--- config.mk ---
export PLATFORM = sky130hd
export DESIGN_NAME = matrix_keypad_pin_entry_top
export DESIGN_NICKNAME = d
export VERILOG_FILES = /design/src/mkpe_pkg.sv /design/src/matrix_keypad_pin_entry_top.sv
export SDC_FILE = /design/constraint.sdc
export NUM_CORES = 1
export LEC_CHECK = 0
export BUFFER_PORTS_ARGS = -buffer_cell sky130_fd_sc_hd__buf_2
export CAP_MARGIN = 5
export CORE_ASPECT_RATIO = 1.1
export CORE_MARGIN = 2
export CORE_UTILIZATION = 52
export DETAILED_ROUTE_END_ITERATION = 8
export PLACE_DENSITY = 0.83
export SLEW_MARGIN = 20
export SYNTH_ARGS = -nofsm -noshare
export SYNTH_HDL_FRONTEND = slang
export SYNTH_SLANG_ARGS = --single-unit
--- constraint.sdc ---
create_clock -name clk_i -period 9 [get_ports clk_i]
set_input_delay 0.45 -clock clk_i [delete_from_list [all_inputs] [get_ports clk_i]]
set_output_delay 0.45 -clock clk_i [all_outputs]
set_load 0.05 [all_outputs]
--- src/mkpe_pkg.sv ---
// Package for the matrix keypad PIN entry block: scan phase codes, character codes,
// PIN capacity and the fixed key table. No dependencies.
package mkpe_pkg;

  localparam int unsigned PinCapacity = 7;
  localparam int unsigned CntW        = 3;
  localparam int unsigned CharW       = 7;
  localparam int unsigned TickW       = 16;

  localparam logic [1:0] PhSettle   = 2'd0;
  localparam logic [1:0] PhScan     = 2'd1;
  localparam logic [1:0] PhDebounce = 2'd2;
  localparam logic [1:0] PhHold     = 2'd3;

  localparam logic [1:0] CfgSettle   = 2'd0;
  localparam logic [1:0] CfgDebounce = 2'd1;
  localparam logic [1:0] CfgRelease  = 2'd2;

  localparam logic [CharW-1:0] CharHash = 7'h23;
  localparam logic [CharW-1:0] CharStar = 7'h2A;

  typedef logic [CharW-1:0] pin_char_t;

  // Rows are "123A", "456B", "789C" and "*0#D".
  function automatic pin_char_t key_char(input logic [1:0] row, input logic [1:0] col);
    pin_char_t k;
    case ({row, col})
      4'h0:    k = 7'h31;
      4'h1:    k = 7'h32;
      4'h2:    k = 7'h33;
      4'h3:    k = 7'h41;
      4'h4:    k = 7'h34;
      4'h5:    k = 7'h35;
      4'h6:    k = 7'h36;
      4'h7:    k = 7'h42;
      4'h8:    k = 7'h37;
      4'h9:    k = 7'h38;
      4'hA:    k = 7'h39;
      4'hB:    k = 7'h43;
      4'hC:    k = CharStar;
      4'hD:    k = 7'h30;
      4'hE:    k = CharHash;
      default: k = 7'h44;
    endcase
    return k;
  endfunction

endpackage

--- src/matrix_keypad_pin_entry_top.sv ---
// Top level of the matrix keypad PIN entry block: scan sequencer, PIN store and
// output register. Depends on mkpe_pkg.
//
//  Channel  | Direction | Handshake                  | Payload
//  ---------+-----------+----------------------------+--------------------------------------
//  in       | input     | in_valid_i / in_ready_o    | row_levels_i
//  out      | output    | out_valid_o / out_ready_i  | column_drive_o, key_event_o,
//           |           |                            | key_char_o, pin_done_o, pin_length_o,
//           |           |                            | pin_chars_o
//  cfg      | input     | cfg_valid_i / cfg_ready_o  | cfg_index_i, cfg_data_i
//
// Each tick item is processed by the combinational next-state logic and its result is
// captured in the output register, so one item is accepted per cycle while the
// output register is empty or being drained. The output register stalls the input
// when a result is not taken. Reset leaves the scanner settling on column zero with
// an empty PIN and the configuration registers at 1, 20 and 10 ticks.
module matrix_keypad_pin_entry_top
  import mkpe_pkg::*;
(
  input  logic                 clk_i,
  input  logic                 rst_ni,
  input  logic                 in_valid_i,
  output logic                 in_ready_o,
  input  logic [3:0]           row_levels_i,
  output logic                 out_valid_o,
  input  logic                 out_ready_i,
  output logic [3:0]           column_drive_o,
  output logic                 key_event_o,
  output logic [CharW-1:0]     key_char_o,
  output logic                 pin_done_o,
  output logic [CntW-1:0]      pin_length_o,
  output logic [8*PinCapacity-1:0] pin_chars_o,
  input  logic                 cfg_valid_i,
  output logic                 cfg_ready_o,
  input  logic [1:0]           cfg_index_i,
  input  logic [TickW-1:0]     cfg_data_i
);

  logic [TickW-1:0] settle_q, debounce_q, release_q;
  logic [1:0]       phase_q, phase_d;
  logic [1:0]       col_q, col_d;
  logic [1:0]       row_idx_q, row_idx_d;
  logic [1:0]       held_q, held_d;
  logic [TickW-1:0] tick_q, tick_d;
  logic [CntW-1:0]  cnt_q, cnt_d;
  pin_char_t        store_q [PinCapacity];

  logic [TickW-1:0] tick_inc, limit;
  logic             reached, do_scan, store_we;
  logic [1:0]       scan_row;
  pin_char_t        key;
  logic             ev, done;
  logic [8*PinCapacity-1:0] chars;

  logic                     out_valid_q;
  logic [3:0]               col_drive_q;
  logic                     ev_q, done_q;
  pin_char_t                char_q;
  logic [CntW-1:0]          len_q;
  logic [8*PinCapacity-1:0] chars_q;

  logic in_acc;

  assign cfg_ready_o = 1'b1;
  assign in_ready_o  = !out_valid_q || out_ready_i;
  assign in_acc      = in_valid_i && in_ready_o;

  always_ff @(posedge clk_i or negedge rst_ni) begin
    if (!rst_ni) begin
      settle_q   <= 16'd1;
      debounce_q <= 16'd20;
      release_q  <= 16'd10;
    end else if (cfg_valid_i) begin
      case (cfg_index_i)
        CfgSettle:   settle_q   <= cfg_data_i;
        CfgDebounce: debounce_q <= cfg_data_i;
        CfgRelease:  release_q  <= cfg_data_i;
        default: ;
      endcase
    end
  end

  assign tick_inc = (tick_q == {TickW{1'b1}}) ? tick_q : tick_q + 16'd1;
  assign key      = key_char(held_q, col_q);

  always_comb begin
    case (phase_q)
      PhSettle:   limit = settle_q;
      PhDebounce: limit = debounce_q;
      default:    limit = release_q;
    endcase
  end
  assign reached = tick_inc >= limit;

  always_comb begin
    phase_d   = phase_q;
    col_d     = col_q;
    row_idx_d = row_idx_q;
    held_d    = held_q;
    tick_d    = tick_q;
    cnt_d     = cnt_q;
    do_scan   = 1'b0;
    scan_row  = row_idx_q;
    store_we  = 1'b0;
    ev        = 1'b0;
    done      = 1'b0;
    chars     = '0;

    case (phase_q)
      PhSettle: begin
        if (reached) begin
          tick_d   = '0;
          do_scan  = 1'b1;
          scan_row = 2'd0;
        end else begin
          tick_d = tick_inc;
        end
      end
      PhScan: begin
        do_scan = 1'b1;
      end
      PhDebounce: begin
        if (!reached) begin
          tick_d = tick_inc;
        end else begin
          tick_d = '0;
          if (!row_levels_i[held_q]) begin
            phase_d = PhHold;
          end else if (row_idx_q == 2'd3) begin
            col_d     = col_q + 2'd1;
            phase_d   = PhSettle;
            row_idx_d = 2'd0;
          end else begin
            phase_d   = PhScan;
            row_idx_d = row_idx_q + 2'd1;
          end
        end
      end
      default: begin
        if (!reached) begin
          tick_d = tick_inc;
        end else begin
          tick_d = '0;
          if (row_levels_i[held_q]) begin
            ev = 1'b1;
            if (key == CharHash) begin
              if (cnt_q != '0) begin
                done  = 1'b1;
                cnt_d = '0;
                for (int i = 0; i < PinCapacity; i++) begin
                  if (CntW'(i) < cnt_q) begin
                    chars[8*i +: 8] = {1'b0, store_q[i]};
                  end
                end
              end
            end else if (key == CharStar) begin
              cnt_d = '0;
            end else if (cnt_q < CntW'(PinCapacity)) begin
              store_we = 1'b1;
              cnt_d    = cnt_q + 3'd1;
            end
            col_d     = 2'd0;
            phase_d   = PhSettle;
            row_idx_d = 2'd0;
          end
        end
      end
    endcase

    if (do_scan) begin
      if (!row_levels_i[scan_row]) begin
        held_d    = scan_row;
        row_idx_d = scan_row;
        phase_d   = PhDebounce;
        tick_d    = '0;
      end else if (scan_row == 2'd3) begin
        col_d     = col_q + 2'd1;
        phase_d   = PhSettle;
        tick_d    = '0;
        row_idx_d = 2'd0;
      end else begin
        phase_d   = PhScan;
        row_idx_d = scan_row + 2'd1;
      end
    end
  end

  always_ff @(posedge clk_i or negedge rst_ni) begin
    if (!rst_ni) begin
      phase_q   <= PhSettle;
      col_q     <= 2'd0;
      row_idx_q <= 2'd0;
      held_q    <= 2'd0;
      tick_q    <= '0;
      cnt_q     <= '0;
    end else if (in_acc) begin
      phase_q   <= phase_d;
      col_q     <= col_d;
      row_idx_q <= row_idx_d;
      held_q    <= held_d;
      tick_q    <= tick_d;
      cnt_q     <= cnt_d;
    end
  end

  always_ff @(posedge clk_i) begin
    if (in_acc && store_we) begin
      store_q[cnt_q] <= key;
    end
  end

  always_ff @(posedge clk_i or negedge rst_ni) begin
    if (!rst_ni) begin
      out_valid_q <= 1'b0;
    end else if (in_acc) begin
      out_valid_q <= 1'b1;
    end else if (out_ready_i) begin
      out_valid_q <= 1'b0;
    end
  end

  always_ff @(posedge clk_i) begin
    if (in_acc) begin
      col_drive_q <= ~(4'b0001 << col_d);
      ev_q        <= ev;
      char_q      <= ev ? key : '0;
      done_q      <= done;
      len_q       <= done ? cnt_q : '0;
      chars_q     <= chars;
    end
  end

  assign out_valid_o    = out_valid_q;
  assign column_drive_o = col_drive_q;
  assign key_event_o    = ev_q;
  assign key_char_o     = char_q;
  assign pin_done_o     = done_q;
  assign pin_length_o   = len_q;
  assign pin_chars_o    = chars_q;

`ifndef SYNTHESIS
  a_done_is_hash: assert property (@(posedge clk_i) disable iff (!rst_ni)
    out_valid_o && pin_done_o |-> key_event_o && key_char_o == CharHash && pin_length_o != '0)
    else $error("PIN reported without a hash key or with an empty PIN.");

  a_event_restarts: assert property (@(posedge clk_i) disable iff (!rst_ni)
    out_valid_o && key_event_o |-> column_drive_o == 4'b1110)
    else $error("Scanning did not restart on column zero after a key item.");

  a_held_row: assert property (@(posedge clk_i) disable iff (!rst_ni)
    phase_q == PhDebounce || phase_q == PhHold |-> row_idx_q == held_q)
    else $error("Held row differs from the row being checked.");

  a_cnt_cap: assert property (@(posedge clk_i) disable iff (!rst_ni)
    cnt_q <= CntW'(PinCapacity))
    else $error("PIN count beyond capacity.");
`endif

endmodule

==> flow_summary.json <==
{
  "status": "completed",
  "worst-path-max-fanout": 7,
  "grt_max_degree": 77,
  "start_util_pct": 52.6,
  "vias_per_cell": 5.67,
  "crit_start": "tick_q[4]",
  "cts-root-buf": "clkbuf_16",
  "final.setup.tns_ps": 0,
  "clock_skew_ps": 14.8,
  "row_count": 50,
  "finalMaxSlewViolations": 0,
  "finalHoldViolations": 0,
  "path_buf_inv": 1,
  "area_growth_pct": 13.9,
  "hold_class": "primary input to async pin",
  "yosysTopAreaCell": "edfxtp_1",
  "clk_pin_slew_ps": 80,
  "grt_pass1_vias": 5495,
  "die_w_microns": 128,
  "power_mw": 2.52,
  "worstSetupStartpointType": "register",
  "ioPinCount": 102,
  "clk_latency_ps": 440,
  "yosys_warnings": 0,
  "cts_tree": "built",
  "synth.distinct_cells": 71,
  "post_cts_resized": 0,
  "cts_buffer_depth": 2,
  "yosys-top-cells-area": "edfxtp_1 (39%), dfrtp_1 (20%), mux2_2 (6.6%)",
  "n_fill_cell": 1265,
  "ctsHoldBuffers": 0,
  "synth_area_sq_um": 8850,
  "cts_inserted_buffers": 17,
  "ir_drop_mv": 0.162,
  "cts_setup_buffers": 0,
  "post_drt_wl_per_cell_microns": 16.6,
  "synthArstFlopShare_pct": 40.0,
  "fp.dieH_microns": 141,
  "vias": 5697,
  "rsz0062_at_grt": "no",
  "cp_cell_sequence": "nand3_1 > or4_1 > nor3_1 > nand3_1 > mux2_2 > ha_1 > nand4_1 > or3_1 > or4_1 > a31oi_1 > nand2b_1 > inv_1 > ha_1 > a31oi_1 > nor2_1 > a32o_1 > o32a_1",
  "core_area_sq_um": 16800,
  "crit_type": "register to register",
  "maxCapViolations": 0,
  "drt-initial-drc-count": 446,
  "critical-path-top-delay-family": "simple AND/OR/NAND/NOR gates",
  "gr-usage-all-layers_pct": 19.1,
  "place.gp.congestion": 0.884,
  "leakagePower_nw": 4.17,
  "max_slew.worst_pin.slew_ps": 965,
  "yosysSeqAreaShare_pct": 60.3,
  "required_ps": 9190,
  "r2r-end": "column_drive_o[3]",
  "ant_nets": 0,
  "grt_overflow_total": 0,
  "max_freq_mhz": 178,
  "synth-main-ff-cell": "edfxtp_1",
  "syn_inst": 696,
  "drt_first_pass_iters": 5,
  "min_period_ps": 5610,
  "routed_wirelength_microns": 16600,
  "netlist.area_leader.share_pct": 38.7,
  "cp.depth": 17,
  "setup_viol": 0,
  "hpwl_microns": 11400,
  "rr_startpoint": "tick_q[4]",
  "ys_seq_elements": 190,
  "antenna_found_initial": 0,
  "max_slew_margin_pct": 35.1,
  "grt_pass1_wl_microns": 26900,
  "cts_sinks": 190,
  "drive_above_1_share_pct": 25.5,
  "endpoint_kind": "register",
  "synth_edf_count": 114,
  "antenna_cells": 0,
  "drc": 0,
  "crit_path_end": "column_drive_o[3]",
  "port_buffers": 93,
  "cts_max_level": 4,
  "die_area_sq_um": 18100,
  "fin_nets": 837,
  "avgSynthCellArea_sq_um": 12.7,
  "reg2reg_setup_slack_ps": 3390,
  "fin_crit_sh_pct": 62.4,
  "layoutNonFillerInstCount": 1004,
  "dp_cells": 972,
  "ff2ff_path_depth": 17,
  "cp.arrival_ps": 5800,
  "cpMaxStageDelayCell": "or4_1",
  "slowest_delay_ps": 620,
  "p_per_area_nw_per_um2": 250
}
[power breakdown]
part | leakage [nW] | internal, mW | total, mW | switching, mW
sequential | 2.00 | 1.03 | 1.11 | 0.0759
clock | 0.293 | 0.378 | 0.751 | 0.373
combinational | 1.87 | 0.247 | 0.658 | 0.411
[worst reg2reg max path, stage by stage, from the launching register on]
cell,delay (ps)
dfrtp_1,440
nand3_1,140
or4_1,620
nor3_1,460
nand3_1,140
mux2_2,310
ha_1,320
nand4_1,170
or3_1,410
or4_1,590
a31oi_1,380
nand2b_1,190
inv_1,50
ha_1,250
a31oi_1,190
nor2_1,50
a32o_1,310
o32a_1,350
[per-layer routing]
metal  vias up  part of all wire [%]  track usage [%]
met5         -                     0                0
met2       186                    50             33.0
met3        35                   4.8             4.40
met4         0                   2.6             7.58
met1      2752                    42             23.3
li1       2724                     -                -
[sequential cells by signal, summed over array words and instances (netlist names), 4 cells and up]
register / cells
pin_chars_o: 49
store_q: 49
debounce_q: 16
release_q: 16
settle_q: 16
tick_q: 16
key_char_o: 7
column_drive_o: 4
[area by class of cell]
cell class | instances | area, sq um | share of cell area [%]
multi-input combinational | 457 | 3300 | 32.8
sequential | 190 | 5330 | 52.9
clock buffer | 17 | 425 | 4.22
clock inverter | 15 | 181 | 1.80
tap | 208 | 260 | 2.58
timing repair buffer | 98 | 505 | 5.02
inverter | 19 | 71.3 | 0.708
[synth_stat cells, types with 4 or more instances]
master and number:
a21o_1 7, a21oi_1 35, a22o_1 9, a31oi_1 5
and2_1 50, and3_1 11, buf_2 6, buf_4 8
clkbuf_1 20, dfrtp_1 71, dfstp_2 5, edfxtp_1 114
ha_1 27, inv_1 17, mux2_2 52, mux2i_1 22
nand2_1 41, nand2b_1 7, nand3_1 11, nor2_1 49
nor2b_1 4, nor3_1 14, nor4_1 4, o21ai_0 20
o41ai_1 5, or3_1 5, xnor2_1 8
[how the worst min path moves through the flow]
stage                endpoint      startpoint  slack, ps
2_1_floorplan        cnt_q[0]          rst_ni        150
3_3_place_gp    debounce_q[0]   debounce_q[0]        490
3_5_place_dp   debounce_q[14]  debounce_q[14]        490
4_1_cts           settle_q[4]          rst_ni        180
5_1_grt           out_valid_o      in_valid_i        210
6_report          settle_q[4]          rst_ni        150
[stage by stage]
step                utilization [%]  setup WS, ps  hold WS, ps  cell area, sq um
floorplan                         -          3860          154              8870
global placement               56.3          3610          486              9470
detailed placement             56.3          3430          494              9470
CTS                            59.9          3420          184             10100
global route                   59.9          2960          215             10100
finish                         59.9          3390          150             10100
[kinds of logic after synthesis]
kind of cell,synth area share [%]
adders and majority gates,3.82
xor gates and xnor gates,1.09
muxes,9.83
buffers and inverters,2.76
other,0.0849
DFF,60.3
AOI/OAI and AO/OA,8.89
and+or+nand+nor,13.3
[layout by cell type (no fill, tap or decap), drive strengths merged, types with 3 or more instances in the layout]
master     n
a31oi      5
a21oi     35
nor2b      4
nor3      14
nor4       7
a22o       9
o21ai     23
mux2i     22
clkinv     8
a2111oi    3
conb       8
nand2b     7
nor2      49
a32o       3
edfxtp   114
xor2       3
nand4      3
o31ai      3
dfrtp     71
o41ai      5
nand2     41
o21a       4
and2      50
ha        27
or3        6
xnor2      8
a21o       7
o2bb2ai    3
and3      11
or4        4
dfstp      5
nand3     12
inv       25
buf       98
mux2      55
clkbuf    17
No activity file was read; power rests on OpenSTA's default activity.
